File: src/hw/rtl/dpst_pkg.sv
// Shared types and constants for the dual pedal sensor throttle block.
// Holds controller/datapath command and status structs, check limits and codes.
// No dependencies.
`default_nettype none

package dpst_pkg;

	// Internal arithmetic widths
	localparam int TH_W        = 16;            // threshold arithmetic wraps here
	localparam int QUO_W       = 10;            // quotient bits (max 999)
	localparam int IDX_W       = $clog2(QUO_W); // quotient bit index
	localparam int REM_W       = TH_W + QUO_W;  // dividend / remainder width
	localparam int PROD_W      = 32;            // reciprocal product width
	localparam int RECIP_SHIFT = 19;
	localparam int TIME_W      = 32;

	// Output field widths
	localparam int MEAN_W = 12;
	localparam int PCT_W  = 7;
	localparam int PM_W   = 10;
	localparam int KIND_W = 2;

	// Config port
	localparam int CFG_IDX_W  = 2;
	localparam int PMAX_RESET = 4095;

	localparam logic [CFG_IDX_W-1:0] REG_PEDAL_MIN = 2'd0;
	localparam logic [CFG_IDX_W-1:0] REG_PEDAL_MAX = 2'd1;
	localparam logic [CFG_IDX_W-1:0] REG_DEAD_BAND = 2'd2;

	// Fault kinds
	localparam logic [KIND_W-1:0] KIND_NONE     = 2'd0;
	localparam logic [KIND_W-1:0] KIND_DISAGREE = 2'd1;
	localparam logic [KIND_W-1:0] KIND_RANGE    = 2'd2;
	localparam logic [KIND_W-1:0] KIND_SHORTED  = 2'd3;

	// Limits and scale factors
	localparam logic [TH_W-1:0]   LOW_VALID   = 16'd50;
	localparam logic [TH_W-1:0]   HIGH_VALID  = 16'd4050;
	localparam logic [TH_W-1:0]   SHORT_LIMIT = 16'd10;
	localparam logic [TH_W-1:0]   RECIP_DIV10 = 16'd52429; // ceil(2^19 / 10)
	localparam logic [TIME_W-1:0] TIMEOUT_MS  = 32'd100;
	localparam logic [QUO_W-1:0]  PCT_MUL     = 10'd100;
	localparam logic [QUO_W-1:0]  PM_MUL      = 10'd999;
	localparam logic [PCT_W-1:0]  PCT_MAX     = 7'd100;
	localparam logic [PM_W-1:0]   PM_MAX      = 10'd999;
	localparam logic [IDX_W-1:0]  QUO_LAST    = IDX_W'(QUO_W - 1);

	// Controller -> datapath commands
	typedef struct packed {
		logic             load_in;
		logic             prep;
		logic             mul;
		logic             classify;
		logic             div_step;
		logic [IDX_W-1:0] step_idx;
		logic             out_load;
	} dp_cmd_t;

	// Datapath -> controller status
	typedef struct packed {
		logic timed_out;
		logic in_band;
		logic out_busy;
	} dp_sts_t;

endpackage

`default_nettype wire

File: src/hw/rtl/dpst_dp.sv
// Datapath: config registers, sample capture, plausibility checks, fault timer,
// reciprocal multiply, two-lane restoring divider and output register.
// Depends on dpst_pkg.
`default_nettype none

module dpst_dp #(
	parameter int SENSOR_BITS = 12
) (
	input  wire                               clk,
	input  wire                               arst_n,
	input  wire                               cfg_we,
	input  wire [dpst_pkg::CFG_IDX_W-1:0]     cfg_idx,
	input  wire [SENSOR_BITS-1:0]             cfg_data,
	input  wire [SENSOR_BITS-1:0]             first_sensor,
	input  wire [SENSOR_BITS-1:0]             second_sensor,
	input  wire [dpst_pkg::TIME_W-1:0]        time_ms,
	input  dpst_pkg::dp_cmd_t                 cmd,
	output dpst_pkg::dp_sts_t                 sts,
	input  wire                               out_ready,
	output logic                              out_valid,
	output logic [dpst_pkg::PCT_W-1:0]        throttle_percent,
	output logic [dpst_pkg::PM_W-1:0]         throttle_permille,
	output logic [dpst_pkg::MEAN_W-1:0]       sensor_mean,
	output logic                              fault,
	output logic [dpst_pkg::KIND_W-1:0]       fault_kind
);

	localparam int TH_W  = dpst_pkg::TH_W;
	localparam int REM_W = dpst_pkg::REM_W;
	localparam int QUO_W = dpst_pkg::QUO_W;

	// config registers
	logic [SENSOR_BITS-1:0] pedal_min_q, pedal_max_q;
	logic [SENSOR_BITS-2:0] dead_band_q;

	// item registers
	logic [SENSOR_BITS-1:0]          s1_q, s2_q, mean_q;
	logic [dpst_pkg::TIME_W-1:0]     time_q;
	logic [TH_W-1:0]                 lo_q, hi_q, span_q, diff_q;
	logic [dpst_pkg::PROD_W-1:0]     lim_prod_q;
	logic [REM_W-1:0]                rem_pct_q, rem_pm_q;
	logic [QUO_W-1:0]                q_pct_q, q_pm_q;

	// fault state
	logic                            fault_pending_q, timed_out_q;
	logic [dpst_pkg::TIME_W-1:0]     fault_start_q;
	logic [dpst_pkg::KIND_W-1:0]     latched_kind_q;

	logic                            out_valid_q;

	// combinational
	logic [SENSOR_BITS:0]            mean_sum;
	logic [TH_W-1:0]                 lo_next, hi_next;
	logic [TH_W-1:0]                 s1_ext, s2_ext, half_ext, mean_ext;
	logic [TH_W-1:0]                 ad_half, ad_raw, lim;
	logic [dpst_pkg::KIND_W-1:0]     kind;
	logic [dpst_pkg::TIME_W-1:0]     elapsed;
	logic [REM_W-1:0]                dsh;
	logic                            pct_ge, pm_ge;
	logic                            mean_le_lo, mean_ge_hi;

	// config writes
	always_ff @(posedge clk or negedge arst_n) begin
		if (!arst_n) begin
			pedal_min_q <= '0;
			pedal_max_q <= SENSOR_BITS'(dpst_pkg::PMAX_RESET);
			dead_band_q <= '0;
		end else if (cfg_we) begin
			unique case (cfg_idx)
				dpst_pkg::REG_PEDAL_MIN: pedal_min_q <= cfg_data;
				dpst_pkg::REG_PEDAL_MAX: pedal_max_q <= cfg_data;
				dpst_pkg::REG_DEAD_BAND: dead_band_q <= cfg_data[SENSOR_BITS-2:0];
				default: ;
			endcase
		end
	end

	// thresholds and mean at capture
	assign mean_sum = {1'b0, first_sensor} + {2'b00, second_sensor[SENSOR_BITS-1:1]};
	assign lo_next  = TH_W'(pedal_min_q) + TH_W'(dead_band_q);
	assign hi_next  = TH_W'(pedal_max_q) - TH_W'(dead_band_q);

	assign s1_ext   = TH_W'(s1_q);
	assign s2_ext   = TH_W'(s2_q);
	assign half_ext = TH_W'(s2_q[SENSOR_BITS-1:1]);
	assign mean_ext = TH_W'(mean_q);

	// plausibility checks, first failing one wins
	assign ad_half = (s1_ext > half_ext) ? s1_ext - half_ext : half_ext - s1_ext;
	assign ad_raw  = (s1_ext > s2_ext) ? s1_ext - s2_ext : s2_ext - s1_ext;
	assign lim     = TH_W'(lim_prod_q >> dpst_pkg::RECIP_SHIFT);

	always_comb begin
		if (ad_half > lim) begin
			kind = dpst_pkg::KIND_DISAGREE;
		end else if (s1_ext < dpst_pkg::LOW_VALID || s2_ext < dpst_pkg::LOW_VALID ||
				s1_ext > dpst_pkg::HIGH_VALID || s2_ext > dpst_pkg::HIGH_VALID) begin
			kind = dpst_pkg::KIND_RANGE;
		end else if (ad_raw < dpst_pkg::SHORT_LIMIT) begin
			kind = dpst_pkg::KIND_SHORTED;
		end else begin
			kind = dpst_pkg::KIND_NONE;
		end
	end

	assign elapsed    = time_q - fault_start_q;
	assign mean_le_lo = (mean_ext <= lo_q);
	assign mean_ge_hi = (mean_ext >= hi_q);

	// divider step: both lanes share the shifted divisor
	assign dsh    = REM_W'(span_q) << cmd.step_idx;
	assign pct_ge = (rem_pct_q >= dsh);
	assign pm_ge  = (rem_pm_q >= dsh);

	// item datapath
	always_ff @(posedge clk) begin
		if (cmd.load_in) begin
			s1_q   <= first_sensor;
			s2_q   <= second_sensor;
			time_q <= time_ms;
			mean_q <= mean_sum[SENSOR_BITS:1];
			lo_q   <= lo_next;
			hi_q   <= hi_next;
		end
		if (cmd.prep) begin
			span_q <= hi_q - lo_q;
			diff_q <= mean_ext - lo_q;
		end
		if (cmd.mul) begin
			lim_prod_q <= dpst_pkg::PROD_W'(span_q) *
				dpst_pkg::PROD_W'(dpst_pkg::RECIP_DIV10);
			rem_pct_q  <= REM_W'(diff_q) * REM_W'(dpst_pkg::PCT_MUL);
			rem_pm_q   <= REM_W'(diff_q) * REM_W'(dpst_pkg::PM_MUL);
			q_pct_q    <= '0;
			q_pm_q     <= '0;
		end
		if (cmd.div_step) begin
			if (pct_ge) begin
				rem_pct_q              <= rem_pct_q - dsh;
				q_pct_q[cmd.step_idx]  <= 1'b1;
			end
			if (pm_ge) begin
				rem_pm_q               <= rem_pm_q - dsh;
				q_pm_q[cmd.step_idx]   <= 1'b1;
			end
		end
	end

	// fault latch and timeout
	always_ff @(posedge clk or negedge arst_n) begin
		if (!arst_n) begin
			fault_pending_q <= 1'b0;
			fault_start_q   <= '0;
			latched_kind_q  <= dpst_pkg::KIND_NONE;
			timed_out_q     <= 1'b0;
		end else if (cmd.classify) begin
			if (kind != dpst_pkg::KIND_NONE) begin
				if (!fault_pending_q) begin
					fault_pending_q <= 1'b1;
					fault_start_q   <= time_q;
					latched_kind_q  <= kind;
					timed_out_q     <= 1'b0;
				end else begin
					timed_out_q <= (elapsed > dpst_pkg::TIMEOUT_MS);
				end
			end else begin
				fault_pending_q <= 1'b0;
				latched_kind_q  <= dpst_pkg::KIND_NONE;
				timed_out_q     <= 1'b0;
			end
		end
	end

	// output beat valid
	always_ff @(posedge clk or negedge arst_n) begin
		if (!arst_n) begin
			out_valid_q <= 1'b0;
		end else if (cmd.out_load) begin
			out_valid_q <= 1'b1;
		end else if (out_ready) begin
			out_valid_q <= 1'b0;
		end
	end

	// output payload
	always_ff @(posedge clk) begin
		if (cmd.out_load) begin
			if (timed_out_q) begin
				throttle_percent  <= '0;
				throttle_permille <= '0;
				sensor_mean       <= '0;
				fault             <= 1'b1;
				fault_kind        <= latched_kind_q;
			end else begin
				sensor_mean <= mean_ext[dpst_pkg::MEAN_W-1:0];
				fault       <= 1'b0;
				fault_kind  <= dpst_pkg::KIND_NONE;
				if (mean_le_lo) begin
					throttle_percent  <= '0;
					throttle_permille <= '0;
				end else if (mean_ge_hi) begin
					throttle_percent  <= dpst_pkg::PCT_MAX;
					throttle_permille <= dpst_pkg::PM_MAX;
				end else begin
					throttle_percent  <= (q_pct_q > QUO_W'(dpst_pkg::PCT_MAX)) ?
						dpst_pkg::PCT_MAX : q_pct_q[dpst_pkg::PCT_W-1:0];
					throttle_permille <= (q_pm_q > dpst_pkg::PM_MAX) ?
						dpst_pkg::PM_MAX : q_pm_q;
				end
			end
		end
	end

	assign out_valid     = out_valid_q;
	assign sts.timed_out = timed_out_q;
	assign sts.in_band   = !mean_le_lo && !mean_ge_hi;
	assign sts.out_busy  = out_valid_q && !out_ready;

endmodule

`default_nettype wire

File: src/hw/rtl/dpst_ctrl.sv
// Controller: sequences capture, threshold prep, multiply, checks, divide and
// output load for one sample at a time. Depends on dpst_pkg.
`default_nettype none

module dpst_ctrl (
	input  wire               clk,
	input  wire               arst_n,
	input  wire               in_valid,
	output logic              in_ready,
	input  dpst_pkg::dp_sts_t sts,
	output dpst_pkg::dp_cmd_t cmd
);

	typedef enum logic [2:0] {
		S_IDLE,
		S_PREP,
		S_MUL,
		S_CLASS,
		S_CHECK,
		S_DIV,
		S_FIN
	} state_t;

	state_t                        state_q;
	logic [dpst_pkg::IDX_W-1:0]    cnt_q;

	// state and divide step counter
	always_ff @(posedge clk or negedge arst_n) begin
		if (!arst_n) begin
			state_q <= S_IDLE;
			cnt_q   <= '0;
		end else begin
			unique case (state_q)
				S_IDLE: begin
					if (in_valid) state_q <= S_PREP;
				end
				S_PREP:  state_q <= S_MUL;
				S_MUL:   state_q <= S_CLASS;
				S_CLASS: state_q <= S_CHECK;
				S_CHECK: begin
					if (sts.timed_out || !sts.in_band) begin
						state_q <= S_FIN;
					end else begin
						state_q <= S_DIV;
						cnt_q   <= dpst_pkg::QUO_LAST;
					end
				end
				S_DIV: begin
					if (cnt_q == '0) begin
						state_q <= S_FIN;
					end else begin
						cnt_q <= cnt_q - 1'b1;
					end
				end
				S_FIN: begin
					if (!sts.out_busy) state_q <= S_IDLE;
				end
				default: state_q <= S_IDLE;
			endcase
		end
	end

	// command decode
	assign in_ready     = (state_q == S_IDLE);
	assign cmd.load_in  = in_ready && in_valid;
	assign cmd.prep     = (state_q == S_PREP);
	assign cmd.mul      = (state_q == S_MUL);
	assign cmd.classify = (state_q == S_CLASS);
	assign cmd.div_step = (state_q == S_DIV);
	assign cmd.step_idx = cnt_q;
	assign cmd.out_load = (state_q == S_FIN) && !sts.out_busy;

endmodule

`default_nettype wire

File: src/hw/rtl/dual_pedal_sensor_throttle_top.sv
// Per beat: capture, threshold prep, multiply, classify and check, then output load;
// when the mean is inside both thresholds and no fault timed out, both quotients are
// first made by a 10-step restoring divider, one quotient bit per cycle, two lanes.
// One beat at a time; the next beat is taken while a result waits.
// Reset (arst_n, async low): pedal_min 0, pedal_max 4095, dead_band 0, fault
// state cleared, no result pending.
`default_nettype none

module dual_pedal_sensor_throttle_top #(
	parameter int SENSOR_BITS = 12
) (
	input  wire                             clk,
	input  wire                             arst_n,
	input  wire                             cfg_we,
	input  wire [dpst_pkg::CFG_IDX_W-1:0]   cfg_idx,
	input  wire [SENSOR_BITS-1:0]           cfg_data,
	input  wire                             in_valid,
	output logic                            in_ready,
	input  wire [SENSOR_BITS-1:0]           first_sensor,
	input  wire [SENSOR_BITS-1:0]           second_sensor,
	input  wire [dpst_pkg::TIME_W-1:0]      time_ms,
	output logic                            out_valid,
	input  wire                             out_ready,
	output logic [dpst_pkg::PCT_W-1:0]      throttle_percent,
	output logic [dpst_pkg::PM_W-1:0]       throttle_permille,
	output logic [dpst_pkg::MEAN_W-1:0]     sensor_mean,
	output logic                            fault,
	output logic [dpst_pkg::KIND_W-1:0]     fault_kind
);

	dpst_pkg::dp_cmd_t cmd;
	dpst_pkg::dp_sts_t sts;

	dpst_ctrl u_ctrl (
		.clk      (clk),
		.arst_n   (arst_n),
		.in_valid (in_valid),
		.in_ready (in_ready),
		.sts      (sts),
		.cmd      (cmd)
	);

	dpst_dp #(
		.SENSOR_BITS (SENSOR_BITS)
	) u_dp (
		.clk               (clk),
		.arst_n            (arst_n),
		.cfg_we            (cfg_we),
		.cfg_idx           (cfg_idx),
		.cfg_data          (cfg_data),
		.first_sensor      (first_sensor),
		.second_sensor     (second_sensor),
		.time_ms           (time_ms),
		.cmd               (cmd),
		.sts               (sts),
		.out_ready         (out_ready),
		.out_valid         (out_valid),
		.throttle_percent  (throttle_percent),
		.throttle_permille (throttle_permille),
		.sensor_mean       (sensor_mean),
		.fault             (fault),
		.fault_kind        (fault_kind)
	);

endmodule

`default_nettype wire
File: config.mk
export PLATFORM = sky130hd
export DESIGN_NAME = dual_pedal_sensor_throttle_top
export DESIGN_NICKNAME = d
export VERILOG_FILES = /design/src/hw/rtl/dpst_pkg.sv /design/src/hw/rtl/dpst_dp.sv /design/src/hw/rtl/dpst_ctrl.sv /design/src/hw/rtl/dual_pedal_sensor_throttle_top.sv
export SDC_FILE = /design/constraint.sdc
export NUM_CORES = 1
export LEC_CHECK = 0
export ABC_AREA = 1
export BUFFER_PORTS_ARGS = -buffer_cell sky130_fd_sc_hd__clkbuf_2
export CAP_MARGIN = 20
export CORE_MARGIN = 2
export CORE_UTILIZATION = 40
export DETAILED_ROUTE_END_ITERATION = 10
export PLACE_DENSITY_LB_ADDON = 0.12
export SLEW_MARGIN = 20
export SYNTH_ARGS = -nofsm -noshare
export SYNTH_HDL_FRONTEND = slang
export SYNTH_SLANG_ARGS = --single-unit
File: constraint.sdc
create_clock -name clk -period 10.1 [get_ports clk]
set_input_delay 1.01 -clock clk [delete_from_list [all_inputs] [get_ports clk]]
set_output_delay 1.01 -clock clk [all_outputs]
set_load 0.05 [all_outputs]
-- Word level (Yosys, flattened, before mapping)
Cells that the tools add are included.
Widths: inputs -> output; s select.
- output and inout bits: 34
- flip-flop bits (word level): 347
- input bits: 75
- reduce and logical (&&, ||, !) cells: 30
- order comparisons: 17
- equality and inequality tests: 14
- muxes and demuxes: 39
- bitwise operators: 3
- add/sub/neg operators: 13
- shift-type cells: 1
- multipliers: 3
- operators with widths (cell ; count):
    $mux 26 ; 6
    $mux 10 ; 8
    $ge 26x26->1 ; 2
    $sub 26x26->26 ; 2
    $gt 32x7->1 const B ; 1
    $mul 16x16->32 const B ; 1
    $mux 16 ; 2
    $sub 32x32->32 ; 1
    $add 12x11->13 ; 2
    $mul 16x10->26 const B ; 1
    $shl 16x4->26 ; 1
    $sub 12x11->13 ; 2
    $sub 12x12->13 ; 2
    $gt 12x12->1 const B ; 2
    $lt 12x6->1 const B ; 2
    $mul 16x5->21 const B ; 1
    $pmux 3 s7 ; 1
    $or 10x10->10 ; 2
    $ge 12x16->1 ; 1
    $gt 16x13->1 ; 1
    $le 12x16->1 ; 1
    $lt 16x4->1 const B ; 1
    $sub 12x16->16 ; 1
    $sub 16x16->16 ; 1
    34 further kinds ; 75

-- Logic depth before layout (Yosys ltp)
Gate-level depths: netlist of run 1.
- word-level depth: 9
- depth in mapped cells: 30
- mapped depth without buffers: 29

-- Modules after synthesis
From an unflattened synthesis of run 1, not the netlist that was laid out.
- cells, all modules: 4065
- area total of the unflattened synthesis: 32462.4 µm²
- modules (own cells, without submodules) (module ; instances ; seq. area each (µm²) ; cells an instance ; area an instance (µm²)):
    dpst_dp ; 1 ; 8393.0 ; 3985 ; 31918.1
    dpst_ctrl ; 1 ; 175.2 ; 80 ; 544.3

-- Worst setup path after synthesis of run 1
OpenSTA, ideal clock, no wires.
- kind: register to register
- from: register u_ctrl.state_q[0]
- to: register u_dp.hi_q[0], enable pin
- data required time: 9.552 ns
- cell stages (with the launch flop): 6
- period minus slack after synthesis: 5.891 ns
- library setup time: 0.548 ns
- data arrival time: 5.343 ns
- path slack: 4.209 ns
- cells stage by stage: dfrtp_1 > nor2_1 > inv_1 > nor2_1 > inv_1 > nor2_1
- RTL lines (item ; RTL line ; RTL):
    from (decl) ; dpst_ctrl.sv:24 ; state_t state_q;
    from (signal assigned) ; dpst_ctrl.sv:30 ; state_q <= S_IDLE;
    from (signal assigned) ; dpst_ctrl.sv:35 ; if (in_valid) state_q <= S_PREP;
    from (signal assigned) ; dpst_ctrl.sv:37 ; S_PREP: state_q <= S_MUL;
    to (signal assigned) ; dpst_dp.sv:123 ; hi_q <= hi_next;
    to (decl) ; dpst_dp.sv:39 ; logic [TH_W-1:0] lo_q, hi_q, span_q, diff_q;

-- Worst setup path after layout of run 1
- from: register u_dp.span_q[5]
- to: register u_dp.lim_prod_q[29] (netlist bit) (data pin)
- cells in the longest elaborated chain, start to end: 1
- RTL lines (item ; RTL line ; RTL):
    from (decl) ; dpst_dp.sv:39 ;
    from (signal assigned) ; dpst_dp.sv:126 ; span_q <= hi_q - lo_q;
    $mul 16x16->32 ; dpst_dp.sv:130 ; lim_prod_q <= dpst_pkg::PROD_W'(span_q) *
    to (signal assigned) ; dpst_dp.sv:130 ;
    to (decl) ; dpst_dp.sv:40 ; logic [dpst_pkg::PROD_W-1:0] lim_prod_q;
Every way passes these cells.
A chain may end at the register's enable or synchronous reset.

==> results of run 1 <==
-- cells in the mapped netlist (7+ instances only) --
cell / count / area [sq um]
ha_1: 453 / 5670
o21bai_1: 14 / 105
dfxtp_1: 72 / 1440
xor2_1: 86 / 753
nand2_1: 904 / 3390
o21a_1: 9 / 67.6
dfstp_2: 12 / 315
o31ai_1: 11 / 82.6
a22oi_1: 7 / 52.6
nor3_1: 43 / 215
dfrtp_1: 67 / 1680
a31oi_1: 31 / 194
inv_1: 822 / 3090
o21ai_0: 265 / 1330
nand2_2: 36 / 225
clkbuf_1: 38 / 143
o211ai_1: 20 / 150
or2_2: 20 / 125
a21o_1: 19 / 143
buf_6: 7 / 78.8
o21ai_2: 33 / 289
a211oi_1: 8 / 60.1
a21oi_1: 253 / 1270
edfxtp_1: 171 / 5130
nand4_1: 53 / 332
fa_1: 182 / 3640
xnor2_1: 57 / 499
nor4_1: 9 / 56.3
buf_2: 11 / 55.1
nand3_1: 173 / 866
nor2_1: 249 / 935
nand3b_1: 15 / 113
-- metrics by stage --
stage | setup slack [ps] | hold WS (ps) | instances | instance area (sq um) | util [%]
final | 4220 | 363 | 5427 | 36200 | 44.2
after global routing | 3910 | 367 | 5427 | 36200 | 44.2
after CTS | 4210 | 345 | 5427 | 36200 | 44.2
after detailed placement | 4220 | 441 | 5348 | 34700 | 42.4
after global placement | 4300 | 441 | 5348 | 34700 | 42.4
after floorplan | 4210 | 423 | 4221 | 33000 | -
-- cells in the final DEF (no fill, tap or decap), types with 8 or more instances in the layout --
cell type  count
nand2_1      904
inv_1        822
ha_1         453
o21ai_0      265
a21oi_1      253
nor2_1       244
fa_1         182
nand3_1      173
edfxtp_1     171
clkbuf_2     107
xor2_1        86
dfxtp_1       72
dfrtp_1       67
xnor2_1       57
nand4_1       53
clkbuf_16     45
nor3_1        43
nand2_2       36
o21ai_2       33
a31oi_1       31
or2_2         20
o211ai_1      20
a21o_1        19
nand3b_1      15
o21bai_1      14
dfstp_2       12
o31ai_1       11
buf_4         11
nor4_1         9
o21a_1         9
a211oi_1       8
-- flip-flops by register name, summed over array words and instances (netlist names), 11 cells and up --
signal	cells
u_dp.time_q	32
u_dp.lim_prod_q	13
u_dp.hi_q	13
u_dp.s2_q	12
u_dp.mean_q	12
u_dp.rem_pm_q	26
u_dp.diff_q	16
u_dp.pedal_max_q	12
u_dp.lo_q	13
u_dp.pedal_min_q	12
u_dp.fault_start_q	32
u_dp.sensor_mean	12
u_dp.dead_band_q	11
u_dp.s1_q	12
u_dp.span_q	16
u_dp.rem_pct_q	26
-- per-layer routing --
layer	track usage, %	vias to the layer above	part of all wire [%]
met5	0	-	0.014
met4	5.41	2	2.2
met3	2.88	110	4.5
met2	34.4	518	43
met1	32.3	12700	50
li1	-	13900	-
-- cell families after synthesis --
group                      synth area share (%)
and+or+nand+nor                            19.6
buffers and inverters                      10.4
AOI/OAI and AO/OA                          12.0
adders and majority gates                  28.2
DFF                                        25.9
xor gates and xnor gates                   3.79
muxes                                    0.0606
-- worst max-delay path by stage --
stage                            from             endpoint  slack [ps]
floorplan           u_ctrl.state_q[0]         u_dp.hi_q[0]        4210
global placement       u_dp.span_q[3]  u_dp.lim_prod_q[31]        4300
detailed placement     u_dp.span_q[5]  u_dp.lim_prod_q[29]        4220
CTS                    u_dp.span_q[5]  u_dp.lim_prod_q[29]        4210
global route           u_dp.span_q[3]  u_dp.lim_prod_q[31]        3910
finish                 u_dp.span_q[5]  u_dp.lim_prod_q[29]        4220
-- area by class of cell --
type / instances / share of cell area [%]
Inverter: 831 / 8.62
Clock inverter: 24 / 0.761
Multi-Input combinational cell: 3007 / 58.2
Sequential cell: 322 / 23.7
Tap cell: 1070 / 3.70
Clock buffer: 55 / 3.30
Timing Repair Buffer: 118 / 1.71
-- critical path: cells and delay by family (launching register included) --
| kind | cells | cell delay (ps) |
|---|---|---|
| AOI/OAI and AO/OA | 1 | 250 |
| xor gates and xnor gates | 1 | 100 |
| adders and majority gates | 7 | 3450 |
| buffers and inverters | 4 | 240 |
| DFF | 1 | 610 |
| and+or+nand+nor | 5 | 960 |
==> impl_metrics.ini, run 1 <==
[worst_setup_path]
worstPathCellList = ha_1 > inv_1 > fa_1 > inv_1 > fa_1 > fa_1 > fa_1 > inv_1 > fa_1 > inv_1 > ha_1 > nand2_1 > nor4_1 > nand4_1 > nand3_1 > nand3_1 > o31ai_1 > xor2_1
critPathKind = register to register
cp_slowest_stage_delay_ps = 610
worstSetupStartpointType = register
crit_arrival_ps = 6210
r2r_cells = 18
reg2reg_from = u_dp.span_q[5]
cp-end-kind = register
r2r_slack_ps = 4220
reg2reg_to = u_dp.lim_prod_q[29]
cp_common_cell = fa_1
crit_slowest_cell = edfxtp_1
crit_required_ps = 10420
critPathMaxFanout = 7

[timing]
drv_slew = 0
hold_violations = 0
relSlewSlack_pct = 32.8
finalSetupViolCount = 0
rsz0062_at_grt = false
fin_crit_sh_pct = 58.3
max_freq_mhz = 170
fin_crit_ps = 5880
final.setup.tns_ps = 0
max_slew.worst_pin.slew_ps = 1010
skew_ps = 29.2

[logic_synthesis]
synth_nets = 4931
ys_ff_latch = 322
ys.flop_type = edfxtp_1
synth-edff-count = 171
netlist_area_sq_um = 33000
syn_avg_cell_area_sq_um = 7.82
async_flop_share_pct = 24.5
yosysUniqueCellTypes = 56
yosys_warnings = 0
ys_seq_area_share_pct = 25.9
syn_inst = 4221

[global_routing]
grt-ovfl-total = 0
grt_pass1_wl_microns = 148000
grt_usage_pct = 22.1
grt_pass1_vias = 26700
grt_max_degree = 65
antenna_found_initial = 1

[run_status]
status = complete, no violations

[job]
drv_cap = 0

[detailed_routing]
vias_per_cell = 5.02
firstDrtPassIters = 6
wl_microns = 93600
drtIter0Drc = 1909
wl_per_cell_microns = 17.2
ant_nets = 0
remaining_drc_errors = 0
num_vias = 27200

[finish]
multi_input_area_sq_um = 21100
diodes = 0
fillers = 8452
drive_above_1_share_pct = 7.37
area_delta_synth_final_pct = 9.54
regArea_sq_um = 8570
nets = 5033

[cts]
cts_made_buffers = 43
cts_buffer_depth = 3
cts_tree = done
postCtsSetupRepairBufs = 0
ctsResizeCount = 0
cts.sinks = 322
cts_root_buf = clkbuf_16
clock_latency_ps = 600
path_clk_slew_ps = 60
htreeDepth = 2
ctsHoldBuffers = 0

[floorplanning]
ios = 109
row_count = 105
initial_core_util_pct = 40.3
dieWidth_microns = 291
die_area_sq_um = 84900
coreArea_sq_um = 81800
die_h_microns = 291

[hold_path]
hold_path_class = input pin to asynchronous set/reset pin

[place]
place_congestion = 0.939
portBuffers = 108
dp_hpwl_microns = 78200
Power of run 1 is left out: the tool's default activity adds up to more than one toggle a clock period on the data nets, which glitch-free logic cannot reach.
==> run 2: changes to the inputs <==
--- a/config.mk
+++ b/config.mk
@@ -5,7 +5,7 @@
 export SDC_FILE = /design/constraint.sdc
 export NUM_CORES = 1
 export LEC_CHECK = 0
-export ABC_AREA = 1
+export ABC_AREA = 0
 export BUFFER_PORTS_ARGS = -buffer_cell sky130_fd_sc_hd__clkbuf_2
 export CAP_MARGIN = 20
 export CORE_MARGIN = 2
==> constraint.sdc (replaced) <==
create_clock -name clk -period 5.4 [get_ports clk]
set_input_delay 0.54 -clock clk [delete_from_list [all_inputs] [get_ports clk]]
set_output_delay 0.54 -clock clk [all_outputs]
set_load 0.05 [all_outputs]
==> run 2 against run 1 <==
  * The flow now finishes with violations (negative setup slack)
  * Clock-buffer cell count decreased by 1
  * Synthesized cell count decreased by 22%
  * Critical path depth grew 2
  * Sequential share of layout area shrank 0.37 points
  * Final cell count shrank 14%
  * Critical path type unchanged
  * Worst hold slack got worse by 240 ps
  * Routed wire length is 2.1% lower
  * Worst setup slack lost 4500 ps
==> impl_metrics.ini, run 2 <==
[job]
drv_cap = 0

[timing]
skew_ps = 36.2
final.setup.tns_ps = -1330
fin_crit_sh_pct = 106
max_slew.worst_pin.slew_ps = 905
drv_slew = 0
fin_crit_ps = 5700
rsz0062_at_grt = true
layout_setup_ws_ps = -299
finalSetupViolCount = 10
max_freq_mhz = 175
relSlewSlack_pct = 38.1
hold_violations = 0

[logic_synthesis]
synth-edff-count = 171
syn_avg_cell_area_sq_um = 9.57
ys_top_cells_by_count = inv_1 (497), ha_1 (453), nor2_1 (198)
ys_seq_area_share_pct = 27.2
ys_ff_latch = 322
yosysUniqueCellTypes = 100
yosysMostFrequentCell = inv_1
synth_nets = 3998
synth_top_area_share_pct = 18.0
yosys.area.top_type = ha_1
synthTopCellsByArea = ha_1 (18%), edfxtp_1 (16%), fa_1 (12%)
ys.flop_type = edfxtp_1
async_flop_share_pct = 24.5
yosys_warnings = 0
netlist_area_sq_um = 31500
syn_inst = 3288

[cts]
cts_buffer_depth = 3
path_clk_slew_ps = 60
clock_latency_ps = 580
cts.sinks = 322
cts_made_buffers = 42
cts_root_buf = clkbuf_16
htreeDepth = 2
cts_tree = done

[floorplanning]
coreArea_sq_um = 77700
ios = 109
initial_core_util_pct = 40.5
dieWidth_microns = 285
row_count = 102
die_h_microns = 285
die_area_sq_um = 81000

[detailed_routing]
firstDrtPassIters = 6
vias_per_cell = 5.33
wl_microns = 91600
num_vias = 24900
remaining_drc_errors = 0
wl_per_cell_microns = 19.6
drtIter0Drc = 1295
ant_nets = 0

[place]
place_ws_ps = -467
dp_hpwl_microns = 75900
placed_area_sq_um = 34600
place_congestion = 0.917
portBuffers = 108

[finish]
fin_util_pct = 47.3
area_delta_synth_final_pct = 16.7
drive_above_1_share_pct = 17.4
final_cell_mix = inv_1 (477), ha_1 (435), buf_4 (216), nor2_1 (196), nand2_1 (187)
final_area_sq_um = 36700
final_common_cell = inv_1
biggestRegsByFlops = u_dp.fault_start_q: 32 flops, u_dp.time_q: 32 flops
regArea_sq_um = 8570
multi_input_area_sq_um = 21200
fillers = 7387
nets = 4301

[hold_path]
hold_path_class = input pin to register

[global_routing]
grt_pass1_wl_microns = 142000
grt_usage_pct = 22.4
grt_max_degree = 69
grt_pass1_vias = 25100
antenna_found_initial = 5
grt-ovfl-total = 0

[worst_setup_path]
critPathKind = register to register
critPathMaxFanout = 7
crit_required_ps = 5730
crit_arrival_ps = 6030
worstSetupStartpointType = register
cp-end-kind = register

[run_status]
violations = negative setup slack
status = complete, but fails checks
## run 2: through the flow
step | hold WS (ps) | std cells
after floorplan | 244 | 3288
after global placement | 457 | 4553
after detailed placement | 463 | 4553
after CTS | 84.8 | 4650
after global routing | 88.5 | 4665
final | 124 | 4666
## run 2: cells by family (layout without fill, tap and decap cells)
kind of cell / count (synthesis) / count (layout) / synth area share (%)
AOI/OAI and AO/OA: 736 / 736 / 15.5
xor gates and xnor gates: 144 / 144 / 4.01
adders and majority gates: 635 / 635 / 29.6
buffers and inverters: 580 / 917 / 7.15
DFF: 322 / 322 / 27.2
muxes: 126 / 126 / 4.89
other: 0 / 1 / 0
and+or+nand+nor: 745 / 745 / 11.7
## run 2: final timing paths
path / start / endpoint / slack (ps) / cells after the start
max: u_dp.span_q[10] / u_dp.lim_prod_q[31] / -300 / 20
max reg2reg: u_dp.span_q[10] / u_dp.lim_prod_q[31] / -300 / 20
max in group asynchronous: arst_n / u_dp.pedal_min_q[8] / 3930 / 3
min: time_ms[30] / u_dp.time_q[30] / 120 / 1
min in group asynchronous: arst_n / u_dp.fault_start_q[18] / 440 / 2
min reg2reg: u_dp.rem_pct_q[24] / u_dp.rem_pct_q[24] / 470 / 2
## run 2: layout make-up
cell class              instances  area share [%]
multi-input cells            2386            57.6
flip-flops and latches        322            23.3
repair buffers                340            6.51
inverters                     499            5.10
well taps                    1040            3.54
clock buffers                  54            3.13
clock inverters                24           0.807
diodes                          1         0.00681
## run 2: per-layer routing
layer,share of wire [%],vias up,global-route usage (%)
met1,49,12100,32.0
met2,45,519,36.1
li1,-,12100,-
met5,0.055,-,0
met3,3.8,115,2.54
met4,2.4,8,5.41
## run 2: critical path, stage by stage (launching register included)
cell and delay, ps:
edfxtp_1 440, buf_4 220, ha_1 320, ha_1 150
inv_1 50, fa_1 470, inv_1 50, fa_1 480
fa_1 520, fa_1 490, ha_2 230, a2111oi_4 370
o21ai_1 140, a211oi_2 190, o41ai_2 110, a21o_1 200
a31o_4 240, o41ai_4 380, o2111ai_2 180, a21oi_2 160
xnor2_1 80
## run 2: timing repair
| action | in CTS | in global routing |
|---|---|---|
| setup endpoints to repair | 22 | 66 |
| gates resized for setup | 31 | 70 |
| endpoints found under the hold margin | 28 | 0 |
| cloned | 0 | 0 |
| pin swaps | 43 | 65 |
| setup buffers | 18 | 17 |
| hold buffers | 1 | 0 |
Power of run 2 is left out for the same reason.
